### config.mk
export PLATFORM = sky130hd
export DESIGN_NAME = macd_indicator_stream_core
export DESIGN_NICKNAME = d
export VERILOG_FILES = /design/src/hw/rtl/macd_pkg.sv /design/src/hw/rtl/macd_div.sv /design/src/hw/rtl/macd_dp.sv /design/src/hw/rtl/macd_ctrl.sv /design/src/hw/rtl/macd_indicator_stream_core.sv
export SDC_FILE = /design/constraint.sdc
export NUM_CORES = 2
export LEC_CHECK = 0
export BUFFER_PORTS_ARGS = -buffer_cell sky130_fd_sc_hd__buf_2
export CORE_AREA = 8 8 291 293
export DETAILED_ROUTE_END_ITERATION = 10
export DIE_AREA = 0 0 299 301
export GPL_ROUTABILITY_DRIVEN = 1
export HOLD_SLACK_MARGIN = 0.06
export PLACE_DENSITY = 0.7
export REMOVE_ABC_BUFFERS = 1
export SYNTH_ARGS = -nofsm -noshare
export SYNTH_HDL_FRONTEND = slang
export SYNTH_SLANG_ARGS = --single-unit
export TNS_END_PERCENT = 1
### constraint.sdc
create_clock -name clk -period 9.1 [get_ports clk]
set_input_delay 0.91 -clock clk [delete_from_list [all_inputs] [get_ports clk]]
set_output_delay 0.91 -clock clk [all_outputs]
set_load 0.01 [all_outputs]
### src/hw/rtl/macd_pkg.sv
package macd_pkg;

    // Fixed field widths of the stream words
    localparam int PRICE_BITS = 32;
    localparam int VAL_BITS   = 32;
    localparam int Q_FRAC     = 16;

    // Defaults for the top-level parameters
    localparam int ACC_BITS_DEF    = 48;
    localparam int PERIOD_BITS_DEF = 8;

    // Configuration register indexes
    localparam int CFG_IDX_BITS = 2;
    localparam logic [CFG_IDX_BITS-1:0] REG_FAST   = 2'd0;
    localparam logic [CFG_IDX_BITS-1:0] REG_SLOW   = 2'd1;
    localparam logic [CFG_IDX_BITS-1:0] REG_SIGNAL = 2'd2;

    localparam int FAST_RESET   = 12;
    localparam int SLOW_RESET   = 26;
    localparam int SIGNAL_RESET = 9;

    // Average lanes, also the accumulator index
    localparam logic [1:0] LANE_FAST = 2'd0;
    localparam logic [1:0] LANE_SLOW = 2'd1;
    localparam logic [1:0] LANE_SIG  = 2'd2;

    typedef struct packed {
        logic signed [PRICE_BITS-1:0] price;
        logic                         price_valid;
    } in_word_t;

    typedef struct packed {
        logic signed [VAL_BITS-1:0] macd_line;
        logic signed [VAL_BITS-1:0] signal_value;
        logic signed [VAL_BITS-1:0] histogram_value;
        logic                       result_valid;
    } out_word_t;

    // Controller to datapath commands
    typedef struct packed {
        logic       load_in;
        logic [1:0] lane;
        logic       acc_add;
        logic       seed_start;
        logic       ema_start;
        logic       macd_load;
        logic       out_load;
        logic       res_valid;
    } dp_cmd_t;

endpackage

### src/hw/rtl/macd_div.sv
module macd_div
    import macd_pkg::*;
#(
    parameter int DW = 65,
    parameter int DV = 9
)(
    input  logic                 clk,
    input  logic                 rst_n,
    input  logic                 start,
    input  logic signed [DW-1:0] dividend,
    input  logic [DV-1:0]        divisor,
    output logic                 done,
    output logic [DW-1:0]        quotient
);

    localparam int CNT_BITS = $clog2(DW + 1);

    logic                busy_reg, busy_next;
    logic                done_reg, done_next;
    logic                neg_reg, neg_next;
    logic [DW-1:0]       work_reg, work_next;
    logic [DV-1:0]       rem_reg, rem_next;
    logic [DV-1:0]       dvs_reg, dvs_next;
    logic [CNT_BITS-1:0] cnt_reg, cnt_next;
    logic [DV:0]         trial;
    logic [DV:0]         diff;
    logic                ge;

    // floor division: negative dividend a gives ~(~a / d)
    assign trial = {rem_reg, work_reg[DW-1]};
    assign diff  = trial - {1'b0, dvs_reg};
    assign ge    = (trial >= {1'b0, dvs_reg});

    always_comb
    begin
        busy_next = busy_reg;
        done_next = 1'b0;
        neg_next  = neg_reg;
        work_next = work_reg;
        rem_next  = rem_reg;
        dvs_next  = dvs_reg;
        cnt_next  = cnt_reg;
        if (start)
        begin
            busy_next = 1'b1;
            neg_next  = dividend[DW-1];
            work_next = dividend[DW-1] ? ~dividend : dividend;
            rem_next  = '0;
            dvs_next  = divisor;
            cnt_next  = CNT_BITS'(DW);
        end
        else if (busy_reg)
        begin
            rem_next  = ge ? diff[DV-1:0] : trial[DV-1:0];
            work_next = {work_reg[DW-2:0], ge};
            cnt_next  = cnt_reg - CNT_BITS'(1);
            if (cnt_reg == CNT_BITS'(1))
            begin
                busy_next = 1'b0;
                done_next = 1'b1;
            end
        end
    end

    always_ff @(posedge clk or negedge rst_n)
    begin
        if (!rst_n)
        begin
            busy_reg <= 1'b0;
            done_reg <= 1'b0;
        end
        else
        begin
            busy_reg <= busy_next;
            done_reg <= done_next;
        end
    end

    always_ff @(posedge clk)
    begin
        neg_reg  <= neg_next;
        work_reg <= work_next;
        rem_reg  <= rem_next;
        dvs_reg  <= dvs_next;
        cnt_reg  <= cnt_next;
    end

    assign done     = done_reg;
    assign quotient = neg_reg ? ~work_reg : work_reg;

endmodule

### src/hw/rtl/macd_dp.sv
module macd_dp
    import macd_pkg::*;
#(
    parameter int ACC_BITS    = ACC_BITS_DEF,
    parameter int PERIOD_BITS = PERIOD_BITS_DEF
)(
    input  logic                         clk,
    input  logic                         rst_n,
    input  dp_cmd_t                      cmd,
    input  logic signed [PRICE_BITS-1:0] price_in,
    input  logic [PERIOD_BITS-1:0]       period,
    output logic                         div_done,
    output out_word_t                    out_data
);

    localparam int XW  = VAL_BITS + Q_FRAC;
    localparam int DWS = ACC_BITS + Q_FRAC + 1;
    localparam int DWE = ((XW > ACC_BITS) ? XW : ACC_BITS) + 3;
    localparam int DW  = (DWS > DWE) ? DWS : DWE;
    localparam int DV  = PERIOD_BITS + 1;
    localparam int SW  = ACC_BITS + 2;

    logic signed [ACC_BITS-1:0]   acc_reg [3];
    logic signed [PRICE_BITS-1:0] price_reg;
    logic signed [VAL_BITS-1:0]   macd_reg;
    out_word_t                    out_reg;
    logic                         ema_reg;
    logic [1:0]                   wb_lane_reg;

    logic signed [ACC_BITS-1:0] acc_sel;
    logic signed [VAL_BITS-1:0] x_in;
    logic signed [DW-1:0]       seed_dvd;
    logic signed [DW-1:0]       ema_dvd;
    logic signed [DW-1:0]       dvd;
    logic [DV-1:0]              dvs;
    logic [DV-1:0]              half;
    logic [DW-1:0]              quot;
    logic signed [VAL_BITS-1:0] macd_q;
    logic signed [VAL_BITS-1:0] sig_q;
    logic signed [VAL_BITS:0]   hist_w;
    logic signed [VAL_BITS-1:0] hist_q;

    // Q16.32 to Q16.16 with round half up and saturation
    function automatic logic signed [VAL_BITS-1:0] q16_sat(input logic signed [SW-1:0] v);
        logic signed [SW-1:0]         r;
        logic [SW-VAL_BITS:0]         hi;
        r  = (v + SW'(32'sd32768)) >>> Q_FRAC;
        hi = r[SW-1:VAL_BITS-1];
        if (hi == '0 || hi == '1)
            return r[VAL_BITS-1:0];
        else
            return r[SW-1] ? {1'b1, {(VAL_BITS-1){1'b0}}} : {1'b0, {(VAL_BITS-1){1'b1}}};
    endfunction

    assign acc_sel = acc_reg[cmd.lane];
    assign x_in    = (cmd.lane == LANE_SIG) ? macd_reg : price_reg;

    // seed: floor((sum << 16 + n/2) / n); update: floor((2(x - e) + (n+1)/2) / (n+1))
    assign dvs      = cmd.seed_start ? DV'(period) : DV'(period) + DV'(1);
    assign half     = dvs >> 1;
    assign seed_dvd = (DW'(acc_sel) <<< Q_FRAC) + DW'(half);
    assign ema_dvd  = (((DW'(x_in) <<< Q_FRAC) - DW'(acc_sel)) <<< 1) + DW'(half);
    assign dvd      = cmd.seed_start ? seed_dvd : ema_dvd;

    macd_div #(
        .DW (DW),
        .DV (DV)
    ) u_div (
        .clk      (clk),
        .rst_n    (rst_n),
        .start    (cmd.seed_start | cmd.ema_start),
        .dividend (dvd),
        .divisor  (dvs),
        .done     (div_done),
        .quotient (quot)
    );

    assign macd_q = q16_sat(SW'(acc_reg[LANE_FAST]) - SW'(acc_reg[LANE_SLOW]));
    assign sig_q  = q16_sat(SW'(acc_reg[LANE_SIG]));
    assign hist_w = (VAL_BITS+1)'(macd_reg) - (VAL_BITS+1)'(sig_q);
    assign hist_q = (hist_w[VAL_BITS] == hist_w[VAL_BITS-1]) ? hist_w[VAL_BITS-1:0] :
                    (hist_w[VAL_BITS] ? {1'b1, {(VAL_BITS-1){1'b0}}}
                                      : {1'b0, {(VAL_BITS-1){1'b1}}});

    always_ff @(posedge clk or negedge rst_n)
    begin
        if (!rst_n)
        begin
            acc_reg[0] <= '0;
            acc_reg[1] <= '0;
            acc_reg[2] <= '0;
        end
        else if (div_done)
        begin
            acc_reg[wb_lane_reg] <= ema_reg ? acc_reg[wb_lane_reg] + quot[ACC_BITS-1:0]
                                            : quot[ACC_BITS-1:0];
        end
        else if (cmd.acc_add)
        begin
            acc_reg[cmd.lane] <= acc_sel + ACC_BITS'(x_in);
        end
    end

    always_ff @(posedge clk)
    begin
        if (cmd.load_in)
            price_reg <= price_in;
        if (cmd.seed_start || cmd.ema_start)
        begin
            ema_reg     <= cmd.ema_start;
            wb_lane_reg <= cmd.lane;
        end
        if (cmd.macd_load)
            macd_reg <= macd_q;
        if (cmd.out_load)
        begin
            if (cmd.res_valid)
            begin
                out_reg.macd_line       <= macd_reg;
                out_reg.signal_value    <= sig_q;
                out_reg.histogram_value <= hist_q;
                out_reg.result_valid    <= 1'b1;
            end
            else
            begin
                out_reg <= '0;
            end
        end
    end

    assign out_data = out_reg;

endmodule

### src/hw/rtl/macd_ctrl.sv
module macd_ctrl
    import macd_pkg::*;
#(
    parameter int PERIOD_BITS = PERIOD_BITS_DEF
)(
    input  logic                    clk,
    input  logic                    rst_n,
    input  logic                    in_valid,
    output logic                    in_ready,
    input  logic                    price_valid,
    output logic                    out_valid,
    input  logic                    out_ready,
    input  logic                    cfg_we,
    input  logic [CFG_IDX_BITS-1:0] cfg_index,
    input  logic [PERIOD_BITS-1:0]  cfg_data,
    input  logic                    div_done,
    output dp_cmd_t                 cmd,
    output logic [PERIOD_BITS-1:0]  period
);

    localparam int PB = PERIOD_BITS;
    localparam int CW = PB + 1;
    localparam int WW = PB + 2;

    localparam logic [2:0] S_IDLE = 3'd0;
    localparam logic [2:0] S_LANE = 3'd1;
    localparam logic [2:0] S_SEED = 3'd2;
    localparam logic [2:0] S_WAIT = 3'd3;
    localparam logic [2:0] S_MACD = 3'd4;
    localparam logic [2:0] S_OUT  = 3'd5;

    logic [2:0]    state_reg, state_next;
    logic [1:0]    lane_reg, lane_next;
    logic          res_valid_reg, res_valid_next;
    logic          ok_reg, ok_next;
    logic          out_valid_reg, out_valid_next;
    logic [CW-1:0] count_reg, count_next;
    logic [PB-1:0] fast_reg, slow_reg, sig_reg;

    logic [PB-1:0] f, s, g, m;
    logic [WW-1:0] lim, c1, pos, n_w;
    logic          macd_on, val_on, below, last;

    assign f   = (fast_reg == '0) ? PB'(1) : fast_reg;
    assign s   = (slow_reg == '0) ? PB'(1) : slow_reg;
    assign g   = (sig_reg  == '0) ? PB'(1) : sig_reg;
    assign m   = (f > s) ? f : s;
    assign lim = WW'(m) + WW'(g) - WW'(1);
    assign c1  = WW'(count_reg) + WW'(1);

    assign macd_on = (c1 >= WW'(m));
    assign val_on  = (c1 >= lim);

    always_comb
    begin
        unique case (lane_reg)
            LANE_FAST: period = f;
            LANE_SLOW: period = s;
            default:   period = g;
        endcase
    end

    // position inside the lane: sample count, or MACD count for the signal
    assign pos   = (lane_reg == LANE_SIG) ? c1 - WW'(m) : WW'(count_reg);
    assign n_w   = WW'(period);
    assign below = (pos < n_w);
    assign last  = (pos == n_w - WW'(1));

    always_comb
    begin
        state_next     = state_reg;
        lane_next      = lane_reg;
        res_valid_next = res_valid_reg;
        ok_next        = ok_reg;
        count_next     = count_reg;
        out_valid_next = out_valid_reg;
        cmd            = '0;
        cmd.lane       = lane_reg;
        cmd.res_valid  = res_valid_reg;

        if (out_valid_reg && out_ready)
            out_valid_next = 1'b0;

        unique case (state_reg)
            S_IDLE:
            begin
                if (in_valid)
                begin
                    cmd.load_in = 1'b1;
                    ok_next     = price_valid;
                    lane_next   = LANE_FAST;
                    if (price_valid)
                    begin
                        state_next = S_LANE;
                    end
                    else
                    begin
                        res_valid_next = 1'b0;
                        state_next     = S_OUT;
                    end
                end
            end
            S_LANE, S_WAIT:
            begin
                priority if (state_reg == S_LANE && !below)
                begin
                    cmd.ema_start = 1'b1;
                    state_next    = S_WAIT;
                end
                else if (state_reg == S_LANE && last)
                begin
                    cmd.acc_add = 1'b1;
                    state_next  = S_SEED;
                end
                else if (state_reg == S_WAIT && !div_done)
                begin
                    state_next = S_WAIT;
                end
                else
                begin
                    cmd.acc_add = (state_reg == S_LANE);
                    // lane finished: step to the next lane, or on to the output
                    unique case (lane_reg)
                        LANE_FAST:
                        begin
                            lane_next  = LANE_SLOW;
                            state_next = S_LANE;
                        end
                        LANE_SLOW:
                        begin
                            res_valid_next = 1'b0;
                            state_next     = macd_on ? S_MACD : S_OUT;
                        end
                        default:
                        begin
                            res_valid_next = val_on;
                            state_next     = S_OUT;
                        end
                    endcase
                end
            end
            S_SEED:
            begin
                cmd.seed_start = 1'b1;
                state_next     = S_WAIT;
            end
            S_MACD:
            begin
                cmd.macd_load = 1'b1;
                lane_next     = LANE_SIG;
                state_next    = S_LANE;
            end
            S_OUT:
            begin
                if (!out_valid_reg || out_ready)
                begin
                    cmd.out_load   = 1'b1;
                    out_valid_next = 1'b1;
                    if (ok_reg && (WW'(count_reg) < lim))
                        count_next = count_reg + CW'(1);
                    state_next = S_IDLE;
                end
            end
            default:
            begin
                state_next = S_IDLE;
            end
        endcase
    end

    always_ff @(posedge clk or negedge rst_n)
    begin
        if (!rst_n)
        begin
            state_reg     <= S_IDLE;
            lane_reg      <= LANE_FAST;
            res_valid_reg <= 1'b0;
            ok_reg        <= 1'b0;
            out_valid_reg <= 1'b0;
            count_reg     <= '0;
            fast_reg      <= PB'(FAST_RESET);
            slow_reg      <= PB'(SLOW_RESET);
            sig_reg       <= PB'(SIGNAL_RESET);
        end
        else
        begin
            state_reg     <= state_next;
            lane_reg      <= lane_next;
            res_valid_reg <= res_valid_next;
            ok_reg        <= ok_next;
            out_valid_reg <= out_valid_next;
            count_reg     <= count_next;
            if (cfg_we)
            begin
                unique case (cfg_index)
                    REG_FAST:   fast_reg <= cfg_data;
                    REG_SLOW:   slow_reg <= cfg_data;
                    REG_SIGNAL: sig_reg  <= cfg_data;
                    default:    ;
                endcase
            end
        end
    end

    assign in_ready  = (state_reg == S_IDLE);
    assign out_valid = out_valid_reg;

endmodule

### src/hw/rtl/macd_indicator_stream_core.sv
// MACD indicator on a stream of signed Q16.16 prices. Each input word gives
// one output word. A word with price_valid low is dropped from the averages
// and answers all zeros. The fast and slow averages are seeded with the mean
// of their first N prices and then track with alpha = 2/(N+1); the signal
// average runs the same way over the MACD values. Outputs stay zero with
// result_valid low until max(fast,slow)+signal-1 valid prices were taken.
// Periods (registers 0 fast, 1 slow, 2 signal; 0 acts as 1) are to be written
// only while the block is idle; the user must keep to this, the block itself
// does not enforce it. The block takes one word at a time. Each average that
// seeds or updates runs one serial division of DW = max(ACC_BITS+17, 51) bits
// on the shared radix-2 divider: an update runs a start, DW shift steps and a
// done, and a seed first adds the last sum. A word passes the accept, the
// divisions of its lanes, the MACD load when due and the output step, plus any
// output stall. An output register holds a finished word, so the next price is
// taken while it waits.
module macd_indicator_stream_core
    import macd_pkg::*;
#(
    parameter int ACC_BITS    = ACC_BITS_DEF,
    parameter int PERIOD_BITS = PERIOD_BITS_DEF
)(
    input  logic                    clk,
    input  logic                    rst_n,
    input  logic                    in_valid,
    output logic                    in_ready,
    input  in_word_t                in_data,
    output logic                    out_valid,
    input  logic                    out_ready,
    output out_word_t               out_data,
    input  logic                    cfg_we,
    input  logic [CFG_IDX_BITS-1:0] cfg_index,
    input  logic [PERIOD_BITS-1:0]  cfg_data
);

    dp_cmd_t                 cmd;
    logic [PERIOD_BITS-1:0]  period;
    logic                    div_done;

    // sequencer: config registers, sample count, phase decisions
    macd_ctrl #(
        .PERIOD_BITS (PERIOD_BITS)
    ) u_ctrl (
        .clk         (clk),
        .rst_n       (rst_n),
        .in_valid    (in_valid),
        .in_ready    (in_ready),
        .price_valid (in_data.price_valid),
        .out_valid   (out_valid),
        .out_ready   (out_ready),
        .cfg_we      (cfg_we),
        .cfg_index   (cfg_index),
        .cfg_data    (cfg_data),
        .div_done    (div_done),
        .cmd         (cmd),
        .period      (period)
    );

    // accumulators, shared divider, output word register
    macd_dp #(
        .ACC_BITS    (ACC_BITS),
        .PERIOD_BITS (PERIOD_BITS)
    ) u_dp (
        .clk      (clk),
        .rst_n    (rst_n),
        .cmd      (cmd),
        .price_in (in_data.price),
        .period   (period),
        .div_done (div_done),
        .out_data (out_data)
    );

endmodule

==> metrics.md <==
| Metric | Value |
|---|---|
| Vias in the first global route | `35.2k` |
| Worst hold margin | `357 ps` |
| 1st-pass router iterations | `8` |
| Core Rows | `104` |
| Hold buffer count at CTS | `0` |
| Cells after Synth | `4669` |
| Via density | `6.34` |
| Max_cap viols | `0` |
| Largest net degree at the start of global routing | `91` |
| Layout cell share with drive strength beyond 1 | `0.0957` |
| Largest register FFs | `144` |
| Critical Path RT | `9600 ps` |
| Starting Density | `0.497` |
| Width of the die | `299 µm` |
| Initial antenna violation count | `5` |
| Highest Clock Rate | `0.126 GHz` |
| Post-CTS Setup Repair Bufs | `0` |
| M1 WL | `53000 µm` |
| Slowest stage cell, crit path | `o41a_2` |
| Finished Cell Area | `43300 µm²` |
| Drt drc | `0` |
| FF+latch count, synth | `442` |
| RSZ-0062 raised after global routing | `no` |
| Asr flop ratio synth | `0.423` |
| Top Layer Used | `met5` |
| CTS Buf Count | `54` |
| Crit end category | `register` |
| Core area | `79900 µm²` |
| Final Cycle Share | `0.870` |
| Area grow syn2layout | `8.93%` |
| CP max FO | `43` |
| Clock sink count | `442` |
| R2R cell count | `27` |
| Overflow after GRT | `0` |
| Fin Clk Skew | `27.1 ps` |
| Final WS setup | `1190 ps` |
| CP arrival | `8420 ps` |
| Status | `completed` |
| Mapped Avg Cell Area | `8.51 µm²` |
| Slew Viols, Final | `0` |
| Final ANT Viol Nets | `0` |
| Wire length of the first global-routing pass | `206000 µm` |
| Place WS | `1280 ps` |
| H-tree depth reported by CTS | `2` |
| Start of the worst register-to-register path | `u_ctrl.slow_reg[5]` |
| Slew of the pin with the lowest slew margin | `1300 ps` |
| Port bufs | `146` |
| Fin. Hold Viols | `0` |
| Worst-Skew Late Latency | `640 ps` |
| # resized after CTS | `0` |
| Number of I/O pins | `147` |
| Met3 routed WL | `14600 µm` |
| Syn Std Cell Area | `39700 µm²` |
| FF-to-FF End | `u_dp.acc_reg[3]` |
| Root buf cell | `clkbuf_16` |
| GRT Util Overall | `0.290` |
| End of the critical path | `u_dp.acc_reg[3]` |
| Synth warnings | `0` |
| Most used cell, CP | `a21oi_1` |
| Crit-path leading delay family | `compound AO/OA/AOI/OAI gates` |
| Setup violations, final | `0` |
| CTS tree | `built` |
| Die H | `301 µm` |
| Die footprint | `90000 µm²` |
| Post-layout minimum cycle time | `7910 ps` |
| CTS max path bufs | `3` |
| Startpoint Class | `register` |
| Bufs and invs on worst path | `2` |
| Final Wtd Congestion | `1.02` |
| Final net count | `5014` |
| Cell depth of the worst setup path | `27` |
| Relative slew slack | `0.131` |
| Sequential share of the synthesized area | `0.307` |
| Total length of routed wires | `137000 µm` |
| Type of the worst setup path | `reg -> reg` |
| Hpwl dp | `103000 µm` |
| Clk slew on worst S/H paths | `60 ps` |
| Wire length on met2 | `62100 µm` |
| DP Area | `41400 µm²` |
| Worst min path class | `in -> async` |
| Initial DRC Count | `3618` |
| Setup crit start | `u_ctrl.slow_reg[5]` |
| Ys flop type | `edfxtp_1` |
| CP max stage delay | `990 ps` |
| R2r setup slk | `1190 ps` |
| Synth unique cells | `113` |
| WL/cell | `23.7 µm` |
| EDFF count, synth | `239` |
| Vias after detailed routing | `36.7k` |
==> final cells by class <==
type / instances / area (µm²)
diodes: 3 / 7.51
clock buffers: 75 / 1510
clock inverters: 26 / 320
fillers: 7405 / 36600
inverters: 198 / 743
multi-input cells: 3770 / 25800
flip-flops and latches: 442 / 12200
well taps: 1060 / 1330
repair buffers: 221 / 1340
==> Yosys cell counts, types with 12 or more instances <==
library cell | instances | area [µm²]
nand2_1 | 448 | 1680
nor2_1 | 395 | 1480
o21ai_0 | 309 | 1550
xnor2_1 | 309 | 2710
a21oi_1 | 304 | 1520
ha_1 | 272 | 3400
edfxtp_1 | 239 | 7180
clkbuf_1 | 216 | 811
inv_1 | 191 | 717
dfrtp_1 | 180 | 4500
xor2_1 | 160 | 1400
a21o_1 | 139 | 1040
mux2i_1 | 130 | 1300
nand3_1 | 112 | 561
nor3_1 | 88 | 440
a221o_1 | 79 | 791
a31oi_1 | 62 | 388
o21ai_1 | 62 | 310
and2_1 | 57 | 357
nand4_1 | 57 | 357
nand2b_1 | 53 | 332
nor2b_1 | 52 | 325
o21a_1 | 43 | 323
a211oi_1 | 42 | 315
o22ai_1 | 42 | 263
and3_1 | 40 | 250
mux2_2 | 37 | 417
nor4_1 | 33 | 206
or3_1 | 29 | 181
a22oi_1 | 28 | 210
o21bai_1 | 25 | 188
and4_1 | 21 | 184
o221ai_1 | 21 | 184
o31ai_1 | 21 | 158
buf_1 | 19 | 71.3
nand3b_1 | 19 | 143
o211ai_1 | 19 | 143
dfxtp_1 | 16 | 320
a211o_1 | 14 | 123
a31o_2 | 14 | 123
or2_2 | 13 | 81.3
a21boi_0 | 12 | 90.1
nor3b_1 | 12 | 90.1
==> metrics by stage <==
stage | setup TNS (ps) | std cells | util
final | 0 | 5795 | 0.542
after global routing | 0 | 5792 | 0.542
after CTS | 0 | 5792 | 0.542
after detailed placement | 0 | 5691 | 0.519
after global placement | 0 | 5691 | 0.519
after floorplan | -129880 | 4410 | -
==> how the worst min path moves through the flow <==
stage	start	endpoint	slack, ps
finish	rst_n	u_dp.acc_reg[51]	360
global route	rst_n	u_dp.acc_reg[51]	430
CTS	rst_n	u_dp.acc_reg[4]	390
detailed placement	u_dp.u_div.rem_reg[8]	u_dp.u_div.rem_reg[8]	460
global placement	u_dp.u_div.rem_reg[8]	u_dp.u_div.rem_reg[8]	460
floorplan	u_dp.u_div.rem_reg[8]	u_dp.u_div.rem_reg[8]	440
==> cells in the final DEF, fill, tap and decap left out, types with 25 or more instances in the layout <==
cell type / netlist / layout
xnor2_1: 309 / 309
o21ai_0: 309 / 309
nor4_1: 33 / 32
mux2i_1: 130 / 130
o21a_1: 43 / 43
o21bai_1: 25 / 25
buf_2: 10 / 145
mux2_2: 37 / 37
nand3_1: 112 / 112
o22ai_1: 42 / 41
nand2_1: 448 / 445
nand2b_1: 53 / 52
nand4_1: 57 / 57
edfxtp_1: 239 / 239
and2_1: 57 / 56
o21ai_1: 62 / 62
a221o_1: 79 / 79
a21o_1: 139 / 139
nor2_1: 395 / 395
a211oi_1: 42 / 42
clkbuf_16: 0 / 55
buf_4: 5 / 72
a31oi_1: 62 / 62
a22oi_1: 28 / 28
a21oi_1: 304 / 304
nor3_1: 88 / 87
ha_1: 272 / 272
and3_1: 40 / 40
or3_1: 29 / 29
dfrtp_1: 180 / 178
nor2b_1: 52 / 49
xor2_1: 160 / 160
inv_1: 191 / 191
==> per-layer routing <==
| metal | up-vias | GRT usage |
|---|---|---|
| met3 | 429 | 0.0797 |
| met5 | - | 0 |
| met2 | 1765 | 0.476 |
| li1 | 17117 | - |
| met1 | 17405 | 0.349 |
| met4 | 6 | 0.142 |
==> cells by family after synthesis <==
logic type	Yosys count	share of synthesized area
and+or+nand+nor	1486	0.183
AOI/OAI and AO/OA	1363	0.226
xor gates and xnor gates	470	0.104
buffers and inverters	457	0.0458
DFF	442	0.307
adders and majority gates	282	0.0900
muxes	169	0.0442
==> worst reg2reg max path: stages (launching register included) <==
cell and delay, ps:
dfrtp_1 420, nor4_1 370, a41oi_1 230, inv_1 110, ha_1 150, nor2b_1 50, o211ai_1 290, a21oi_1 160
o21ai_1 560, mux2_2 470, inv_1 70, ha_1 230, nor2b_1 130, o21ai_0 150, nand2b_1 100, a21oi_1 200
a21oi_1 120, maj3_1 350, a21o_1 190, xnor2_1 210, o21ai_0 120, ha_1 320, a21oi_1 120, o21ai_0 140
or4b_1 540, and3_1 410, o41a_2 1000, a221o_1 580
Power is not shown: default switching activity piles up to over one toggle a cycle in this logic, so the estimate is an artifact.
